**src/design/dbr_pkg.sv**
```systemverilog
// ----------------------------------------------------------------------------
// dbr_pkg: shared types and constants of the drunken-bishop picture block
// Default grid geometry, glyph codes and the output tag struct that the
// controller hands to the glyph stage.
// ----------------------------------------------------------------------------
package dbr_pkg;

  // default geometry
  localparam int GRID_ROWS_DEF    = 9;
  localparam int GRID_COLS_DEF    = 17;
  localparam int GLYPH_LEVELS_DEF = 15;

  // cell counter
  localparam int         CNT_W     = 4;
  localparam logic [3:0] COUNT_MAX = 4'd15;

  // glyph codes
  localparam logic [4:0] START_CODE = 5'd15;
  localparam logic [4:0] END_CODE   = 5'd16;

  // action codes
  localparam logic ACT_FEED = 1'b0;
  localparam logic ACT_READ = 1'b1;

  // per-cell tag that travels beside the registered counter read
  typedef struct packed {
    logic       valid;
    logic [4:0] col;
    logic       last;
    logic       in_range;
    logic       is_end;
    logic       is_start;
  } cell_tag_t;

endpackage

```
**src/design/dbr_cell_mem.sv**
```systemverilog
// ----------------------------------------------------------------------------
// dbr_cell_mem: cell counter store
// One write port and one read port with registered read data.
// ----------------------------------------------------------------------------
module dbr_cell_mem #(
  parameter int DEPTH  = dbr_pkg::GRID_ROWS_DEF * dbr_pkg::GRID_COLS_DEF,
  parameter int ADDR_W = $clog2(DEPTH)
) (
  input  logic                     clk,
  input  logic                     we,
  input  logic [ADDR_W-1:0]        wr_addr,
  input  logic [dbr_pkg::CNT_W-1:0] wr_data,
  input  logic [ADDR_W-1:0]        rd_addr,
  output logic [dbr_pkg::CNT_W-1:0] rd_data
);

  logic [dbr_pkg::CNT_W-1:0] mem [DEPTH];
  logic [dbr_pkg::CNT_W-1:0] rd_data_r;

  // write port
  always_ff @(posedge clk) begin
    if (we) begin
      mem[wr_addr] <= wr_data;
    end
  end

  // registered read port
  always_ff @(posedge clk) begin
    rd_data_r <= mem[rd_addr];
  end

  assign rd_data = rd_data_r;

endmodule

```
**src/design/dbr_ctrl.sv**
```systemverilog
// ----------------------------------------------------------------------------
// dbr_ctrl: sequencer of the drunken-bishop picture block
// Runs the clearing sweep, the read-modify-write bishop moves and the row
// scan over the single counter store; holds the bishop position.
// ----------------------------------------------------------------------------
module dbr_ctrl #(
  parameter int GRID_ROWS = dbr_pkg::GRID_ROWS_DEF,
  parameter int GRID_COLS = dbr_pkg::GRID_COLS_DEF,
  parameter int DEPTH     = GRID_ROWS * GRID_COLS,
  parameter int ADDR_W    = $clog2(DEPTH)
) (
  input  logic                      clk,
  input  logic                      rst_n,
  input  logic                      start,
  output logic                      busy,
  input  logic                      in_action,
  input  logic [7:0]                in_data_byte,
  input  logic                      in_start_new,
  input  logic [3:0]                in_row_select,
  output logic                      mem_we,
  output logic [ADDR_W-1:0]         mem_wr_addr,
  output logic [dbr_pkg::CNT_W-1:0] mem_wr_data,
  output logic [ADDR_W-1:0]         mem_rd_addr,
  input  logic [dbr_pkg::CNT_W-1:0] mem_rd_data,
  output dbr_pkg::cell_tag_t        tag
);

  localparam int ROW_W = $clog2(GRID_ROWS);
  localparam int COL_W = $clog2(GRID_COLS);
  localparam logic [ROW_W-1:0]  ROW_C    = ROW_W'(GRID_ROWS / 2);
  localparam logic [COL_W-1:0]  COL_C    = COL_W'(GRID_COLS / 2);
  localparam logic [ROW_W-1:0]  ROW_MAX  = ROW_W'(GRID_ROWS - 1);
  localparam logic [COL_W-1:0]  COL_MAX  = COL_W'(GRID_COLS - 1);
  localparam logic [ADDR_W-1:0] ADDR_MAX = ADDR_W'(DEPTH - 1);
  localparam logic [ADDR_W-1:0] COLS_A   = ADDR_W'(GRID_COLS);

  typedef enum logic [2:0] {
    S_CLEAR,
    S_IDLE,
    S_MOVE,
    S_WRITE,
    S_ROW
  } state_t;

  state_t             state_r,    state_nxt;
  logic [ADDR_W-1:0]  addr_r,     addr_nxt;
  logic [ROW_W-1:0]   brow_r,     brow_nxt;
  logic [COL_W-1:0]   bcol_r,     bcol_nxt;
  logic [7:0]         bits_r,     bits_nxt;
  logic [1:0]         pair_r,     pair_nxt;
  logic               pend_r,     pend_nxt;
  logic [COL_W-1:0]   k_r,        k_nxt;
  logic [ROW_W-1:0]   row_r,      row_nxt;
  logic               inrng_r,    inrng_nxt;
  dbr_pkg::cell_tag_t tag_r,      tag_nxt;

  logic [ROW_W-1:0]   new_row;
  logic [COL_W-1:0]   new_col;
  logic [ADDR_W-1:0]  new_addr;
  logic               sel_ok;

  // clamped diagonal step from the low bit pair
  always_comb begin
    new_col = bcol_r;
    new_row = brow_r;
    if (bits_r[0]) begin
      if (bcol_r < COL_MAX) new_col = bcol_r + COL_W'(1);
    end else begin
      if (bcol_r != '0) new_col = bcol_r - COL_W'(1);
    end
    if (bits_r[1]) begin
      if (brow_r < ROW_MAX) new_row = brow_r + ROW_W'(1);
    end else begin
      if (brow_r != '0) new_row = brow_r - ROW_W'(1);
    end
    new_addr = ADDR_W'(new_row) * COLS_A + ADDR_W'(new_col);
  end

  assign sel_ok = ({1'b0, in_row_select} < 5'(GRID_ROWS));

  // sequencer next state
  always_comb begin
    state_nxt   = state_r;
    addr_nxt    = addr_r;
    brow_nxt    = brow_r;
    bcol_nxt    = bcol_r;
    bits_nxt    = bits_r;
    pair_nxt    = pair_r;
    pend_nxt    = pend_r;
    k_nxt       = k_r;
    row_nxt     = row_r;
    inrng_nxt   = inrng_r;
    tag_nxt     = '0;
    mem_we      = 1'b0;
    mem_wr_addr = addr_r;
    mem_wr_data = '0;
    mem_rd_addr = addr_r;
    unique case (state_r)
      S_CLEAR: begin
        mem_we = 1'b1;
        if (addr_r == ADDR_MAX) begin
          addr_nxt  = '0;
          pend_nxt  = 1'b0;
          state_nxt = pend_r ? S_MOVE : S_IDLE;
        end else begin
          addr_nxt = addr_r + ADDR_W'(1);
        end
      end
      S_IDLE: begin
        if (start) begin
          if (in_action == dbr_pkg::ACT_READ) begin
            k_nxt     = '0;
            inrng_nxt = sel_ok;
            row_nxt   = sel_ok ? in_row_select[ROW_W-1:0] : '0;
            addr_nxt  = sel_ok ? ADDR_W'(in_row_select[ROW_W-1:0]) * COLS_A : '0;
            state_nxt = S_ROW;
          end else begin
            bits_nxt = in_data_byte;
            pair_nxt = '0;
            if (in_start_new) begin
              brow_nxt  = ROW_C;
              bcol_nxt  = COL_C;
              addr_nxt  = '0;
              pend_nxt  = 1'b1;
              state_nxt = S_CLEAR;
            end else begin
              state_nxt = S_MOVE;
            end
          end
        end
      end
      S_MOVE: begin
        mem_rd_addr = new_addr;
        brow_nxt    = new_row;
        bcol_nxt    = new_col;
        addr_nxt    = new_addr;
        state_nxt   = S_WRITE;
      end
      S_WRITE: begin
        mem_we      = 1'b1;
        mem_wr_data = (mem_rd_data == dbr_pkg::COUNT_MAX) ? mem_rd_data
                                                          : mem_rd_data + 4'd1;
        bits_nxt    = {2'b00, bits_r[7:2]};
        pair_nxt    = pair_r + 2'd1;
        state_nxt   = (pair_r == 2'd3) ? S_IDLE : S_MOVE;
      end
      S_ROW: begin
        tag_nxt.valid    = 1'b1;
        tag_nxt.col      = 5'(k_r);
        tag_nxt.last     = (k_r == COL_MAX);
        tag_nxt.in_range = inrng_r;
        tag_nxt.is_end   = (row_r == brow_r) && (k_r == bcol_r);
        tag_nxt.is_start = (row_r == ROW_C) && (k_r == COL_C);
        if (k_r == COL_MAX) begin
          addr_nxt  = '0;
          state_nxt = S_IDLE;
        end else begin
          k_nxt = k_r + COL_W'(1);
          if (inrng_r) addr_nxt = addr_r + ADDR_W'(1);
        end
      end
      default: begin
        state_nxt = S_IDLE;
      end
    endcase
  end

  // state and registered outputs
  always_ff @(posedge clk) begin
    if (!rst_n) begin
      state_r <= S_CLEAR;
      addr_r  <= '0;
      brow_r  <= ROW_C;
      bcol_r  <= COL_C;
      pair_r  <= '0;
      pend_r  <= 1'b0;
      k_r     <= '0;
      inrng_r <= 1'b0;
      tag_r   <= '0;
    end else begin
      state_r <= state_nxt;
      addr_r  <= addr_nxt;
      brow_r  <= brow_nxt;
      bcol_r  <= bcol_nxt;
      pair_r  <= pair_nxt;
      pend_r  <= pend_nxt;
      k_r     <= k_nxt;
      inrng_r <= inrng_nxt;
      tag_r   <= tag_nxt;
    end
  end

  // payload registers
  always_ff @(posedge clk) begin
    bits_r <= bits_nxt;
    row_r  <= row_nxt;
  end

  assign busy = (state_r != S_IDLE);
  assign tag  = tag_r;

`ifndef SYNTHESIS
  // a cell beat only follows a row scan cycle
  a_tag_from_row: assert property (@(posedge clk) disable iff (!rst_n)
    tag_r.valid |-> $past(state_r == S_ROW))
    else $error("cell beat without row scan");

  // the row scan never writes the store
  a_no_write_in_row: assert property (@(posedge clk) disable iff (!rst_n)
    (state_r == S_ROW) |-> !mem_we)
    else $error("store written during row scan");

  // bishop stays on the grid
  a_bishop_on_grid: assert property (@(posedge clk) disable iff (!rst_n)
    (brow_r <= ROW_MAX) && (bcol_r <= COL_MAX))
    else $error("bishop off grid");

  // an accepted item always keeps the block busy in the next cycle
  a_busy_after_accept: assert property (@(posedge clk) disable iff (!rst_n)
    (start && !busy) |=> busy)
    else $error("accepted item left block idle");
`endif

endmodule

```
**src/design/drunken_bishop_randomart.sv**
```systemverilog
// ----------------------------------------------------------------------------
// drunken_bishop_randomart: drunken-bishop fingerprint picture engine
// Feeds fingerprint bytes into a grid of saturating cell counters and reads
// the picture back one row at a time as glyph codes.
// ----------------------------------------------------------------------------
// An item is taken when start is high and busy is low. A feed byte makes
// four moves: each reads the counter store in its move state and then writes
// the incremented count in its write state, over the store's one read port
// and one write port. A feed with in_start_new set first sweeps all
// GRID_ROWS*GRID_COLS cells of the store to zero. After reset the same
// clearing sweep runs, and busy stays high until it ends. A row read
// keeps busy high during its row scan; its GRID_COLS cells come out one per
// cycle on out_valid, each with a registered cell tag beside the registered
// counter read, with out_last on the final column. The receiver cannot stall:
// every out_valid beat is taken in the cycle it is shown.
// ----------------------------------------------------------------------------
module drunken_bishop_randomart #(
  parameter int GRID_ROWS    = dbr_pkg::GRID_ROWS_DEF,
  parameter int GRID_COLS    = dbr_pkg::GRID_COLS_DEF,
  parameter int GLYPH_LEVELS = dbr_pkg::GLYPH_LEVELS_DEF
) (
  input  logic       clk,
  input  logic       rst_n,
  input  logic       start,
  output logic       busy,
  input  logic       in_action,
  input  logic [7:0] in_data_byte,
  input  logic       in_start_new,
  input  logic [3:0] in_row_select,
  output logic       out_valid,
  output logic [4:0] out_glyph_code,
  output logic [4:0] out_column,
  output logic       out_last
);

  localparam int DEPTH  = GRID_ROWS * GRID_COLS;
  localparam int ADDR_W = $clog2(DEPTH);
  localparam logic [dbr_pkg::CNT_W-1:0] GLYPH_CAP = dbr_pkg::CNT_W'(GLYPH_LEVELS - 1);

  logic                      mem_we;
  logic [ADDR_W-1:0]         mem_wr_addr;
  logic [dbr_pkg::CNT_W-1:0] mem_wr_data;
  logic [ADDR_W-1:0]         mem_rd_addr;
  logic [dbr_pkg::CNT_W-1:0] mem_rd_data;
  dbr_pkg::cell_tag_t        tag;

  dbr_cell_mem #(
    .DEPTH  (DEPTH),
    .ADDR_W (ADDR_W)
  ) u_mem (
    .clk     (clk),
    .we      (mem_we),
    .wr_addr (mem_wr_addr),
    .wr_data (mem_wr_data),
    .rd_addr (mem_rd_addr),
    .rd_data (mem_rd_data)
  );

  dbr_ctrl #(
    .GRID_ROWS (GRID_ROWS),
    .GRID_COLS (GRID_COLS),
    .DEPTH     (DEPTH),
    .ADDR_W    (ADDR_W)
  ) u_ctrl (
    .clk           (clk),
    .rst_n         (rst_n),
    .start         (start),
    .busy          (busy),
    .in_action     (in_action),
    .in_data_byte  (in_data_byte),
    .in_start_new  (in_start_new),
    .in_row_select (in_row_select),
    .mem_we        (mem_we),
    .mem_wr_addr   (mem_wr_addr),
    .mem_wr_data   (mem_wr_data),
    .mem_rd_addr   (mem_rd_addr),
    .mem_rd_data   (mem_rd_data),
    .tag           (tag)
  );

  // glyph selection: zero outside the grid, then end marker over start marker over capped count
  always_comb begin
    priority if (!tag.in_range) begin
      out_glyph_code = '0;
    end else if (tag.is_end) begin
      out_glyph_code = dbr_pkg::END_CODE;
    end else if (tag.is_start) begin
      out_glyph_code = dbr_pkg::START_CODE;
    end else if (mem_rd_data > GLYPH_CAP) begin
      out_glyph_code = 5'(GLYPH_CAP);
    end else begin
      out_glyph_code = 5'(mem_rd_data);
    end
  end

  assign out_valid  = tag.valid;
  assign out_column = tag.col;
  assign out_last   = tag.last;

endmodule

```
**config.mk**
```make
export PLATFORM = sky130hd
export DESIGN_NAME = drunken_bishop_randomart
export DESIGN_NICKNAME = d
export VERILOG_FILES = /design/src/design/dbr_pkg.sv /design/src/design/dbr_cell_mem.sv /design/src/design/dbr_ctrl.sv /design/src/design/drunken_bishop_randomart.sv
export SDC_FILE = /design/constraint.sdc
export NUM_CORES = 1
export LEC_CHECK = 0
export ABC_AREA = 1
export BUFFER_PORTS_ARGS = -buffer_cell sky130_fd_sc_hd__buf_2
export CAP_MARGIN = 40
export CORE_ASPECT_RATIO = 0.6
export CORE_MARGIN = 2
export CORE_UTILIZATION = 35
export DETAILED_ROUTE_END_ITERATION = 6
export HOLD_SLACK_MARGIN = 0.03
export SETUP_SLACK_MARGIN = 0.02
export SLEW_MARGIN = 20
export SYNTH_ARGS = -nofsm -noshare
export SYNTH_HDL_FRONTEND = slang
export SYNTH_SLANG_ARGS = --single-unit
```
**constraint.sdc**
```tcl
create_clock -name clk -period 7.65 [get_ports clk]
set_input_delay 0.3825 -clock clk [delete_from_list [all_inputs] [get_ports clk]]
set_output_delay 0.3825 -clock clk [all_outputs]
set_load 0.02 [all_outputs]
```
==> results.md <==
* Core Area at around 85000 sq um
* Post-Synthesis Mean Instance Area at around 10 sq um
* Worst setup EP type: flop
* Synth area leader: edfxtp_1
* Cts bufs inserted at 58
* Clock slew at reported path FFs at approximately 0.07 ns
* Share of layout cells above drive strength 1 at just under 6%
* Clock Sinks at about 670
* Area Overhead vs Synth at 10.9%
* CP Class: flop to flop
* First-pass GRT wire length at 125000 microns
* Largest net degree at the start of global routing at between 150 and 200
* Cell Pwr Density at roughly 230 nW/um^2
* Worst vdd ir at 0.000162 V
* RSZ-0062 raised after global routing: false
* Yosys top cell area share at 62.3%
* Post-synthesis register bit count at around 670
* Compound-gate portion of the synthesized area at ~4.3%
* Post-DP HPWL at around 52000 microns
* # setup viols final at 0
* Adder-cell area share of the yosys netlist at 1.02%
* Clock buffer depth at 3
* Synthesized area at 30100 sq um
* Top Ports at 30
* Port buffer count at 29
* Slew headroom at between 30% and 40%
* Post-synth EDFFs at between 600 and 700
* Final Slew Violations at 0
* Root Buffer: clkbuf_16
* CTS tree: yes
* Most frequent cell after synthesis: nand2_1
* Clk_skew at ~0.015 ns
* Placed cell areas at around 31000 sq um
* Fmax at between 200 and 250 MHz
* Post-synth top cells: nand2_1 (679), edfxtp_1 (624), nand3_1 (452)
* Yosys warning count at 0
* Critical-path maximum fanout at about 120
* Via count at 21301
* Final Instance Area at roughly 33000 sq um
* Total grt overflow at 0
* Final Hold Vio Count at 0
* Fin Hold WS at ~0.058 ns
* ANT cells at 0
* Sum Neg Setup Slack at 0 ns
* Die width at 383 microns
* CTS HTree Levels at 2
* Die Height at 231 microns
* Ys async rst share at 0%
* Initial antenna violation count at 0
* Least-Margin Pin Slew at approximately 0.94 ns
* DR pass1 iterations at 6
* Crit path launch type: flop
* ANT nets after route at 0
* Distinct cells, synth at 45
* Main synth FF type: edfxtp_1
* Initial Utilization at a little over a third
* Synth area leaders: edfxtp_1 (62%), nand2_1 (8.5%), nand3_1 (7.5%), inv_1 (5.5%), nor2_1 (3.5%)
* Worst EP arrival at about 5.4 ns
* Synth Instances at 3000
* Detailed Route WL at about 83000 microns
* Die area at 88400 sq um
* Iteration-0 DRC Markers at between 3000 and 4000
* Post-synthesis sequential area ratio at 65.1%
* Main combinational cell family by area after synthesis: simple AND/OR/NAND/NOR gates
* WL/cell at between 15 and 20 microns
* Final min period at ~4.8 ns
* Vias in the first global route at between 15000 and 20000
* Leak at approximately 13 nW
* Aggregate global-route resource usage at a little under a fifth
* XOR/XNOR share of the synthesized area at less than 1%
* Mux share of post-synthesis cell area at 0%
* Pwr Total at about 7.5 mW
* Post-route setup slack at 2.84 ns
* FP Rows at 83
* Fin crit share at 62.9%
* Post-CTS Setup Bufs at 0
* Nets@finish at roughly 3000
* Syn nets at 3041
* Worst skew pair latency at 0.62 ns
* Maxcap violations at 0
* Status: completed
* Required time of the critical path at ~8.2 ns
* Hold crit path type: primary input to flop
* Routability congestion estimate at approximately 0.91
* Synth Area in Simple Gates at 21.0%
* DRC at 0
* Vias per cell at roughly 5
* Pre-CTS setup slack at 2.89 ns
## layer usage
| metal | up-vias | track usage, % | wire, microns |
|---|---|---|---|
| li1 | 9937 | - | - |
| met1 | 10197 | 30.3 | 40800 |
| met2 | 1075 | 24.0 | 31700 |
| met3 | 92 | 5.28 | 9970 |
| met4 | 0 | 2.67 | 920 |
| met5 | - | 0 | 0 |
## state kept, by name, indices dropped and copies added (netlist names)
| signal | count |
|---|---|
| u_ctrl.bcol_r | 5 |
| u_ctrl.bits_r | 8 |
| u_ctrl.brow_r | 4 |
| u_ctrl.inrng_r | 1 |
| u_ctrl.k_r | 5 |
| u_ctrl.mem_wr_addr | 8 |
| u_ctrl.pair_r | 2 |
| u_ctrl.pend_r | 1 |
| u_ctrl.row_r | 4 |
| u_ctrl.state_r | 3 |
| u_ctrl.tag | 10 |
| u_mem.mem | 612 |
| u_mem.rd_data | 4 |
## cell families after synthesis
group           Yosys count
compound gates          218
flops                   667
xor+xnor                 14
buf+inv                 601
simple gates           1476
fa+ha+maj                24
## critical path: stages (launching register included)
cell,delay [ns]
dfxtp_1,0.45
inv_1,0.11
ha_1,0.23
nand2_1,0.12
nor2_1,0.08
o21ai_0,0.20
xor2_1,0.28
ha_1,0.27
nand4_1,0.11
buf_4,0.30
nand2_8,0.60
buf_4,0.75
o21ai_0,0.16
o221ai_1,0.36
nand3_1,0.14
nand3_1,0.10
nand3_1,0.30
nand2_1,0.17
## area by class of cell
class | instances | area (sq um)
clock buffers | 75 | 1560
clock inverters | 33 | 313
fillers | 8380 | 52000
inverters | 452 | 1700
multi-input cells | 1732 | 8150
flip-flops and latches | 667 | 19600
well taps | 1147 | 1440
repair buffers | 65 | 613
## cells in the final DEF (no fill, tap or decap), drive strengths merged
cell           n
a21oi         36
nor3b          2
o211ai        22
o22ai          7
dfxtp         43
inv          451
buf           61
clkbuf        75
nand2        683
edfxtp       624
nor4           6
o2111ai        1
a211oi         3
a31oi          6
nor3          12
nand4          6
fa             1
a311oi         1
nand3b        24
o21a           1
clkinvlp       1
and2           1
xor2          12
a31o           2
dlygate4sd3    4
o221ai        24
and3           1
clkinv        27
nand3        457
o21ai        115
bufinv         6
ha            23
xnor2          2
nor2         284
## power by group
part,total [mW],internal [mW],switching [mW]
Sequential,3.97,3.94,0.0279
Combinational,0.566,0.154,0.412
Clock,2.99,1.63,1.36
## metrics by stage
| step | std cells | utilization (%) |
|---|---|---|
| 2_1_floorplan | 3000 | - |
| 3_3_place_gp | 4047 | 36.6 |
| 3_5_place_dp | 4057 | 36.8 |
| 4_1_cts | 4169 | 39.1 |
| 5_1_grt | 4171 | 39.1 |
| 6_report | 4171 | 39.1 |
## worst paths after layout
| check | slack (ns) | depth (start not counted) | to | startpoint |
|---|---|---|---|---|
| hold reg to reg | 0.48 | 1 | u_ctrl.pair_r[0]$_SDFFE_PN0P_ | u_ctrl.pair_r[0]$_SDFFE_PN0P_ |
| hold / removal | 0.06 | 3 | u_ctrl.bits_r[7]$_SDFFCE_PP0P_ | in_data_byte[7] |
| setup reg to reg | 2.84 | 17 | u_mem.rd_data[3]$_DFF_P_ | u_ctrl.brow_r[0]$_SDFFE_PN0P_ |
| setup / recovery | 2.84 | 17 | u_mem.rd_data[3]$_DFF_P_ | u_ctrl.brow_r[0]$_SDFFE_PN0P_ |
## repair_timing
action                                 CTS  global route
resized for setup                        0             0
endpoints found under the hold margin    4             0
hold buffers                             4             0
(Power assumes the default switching activity.)
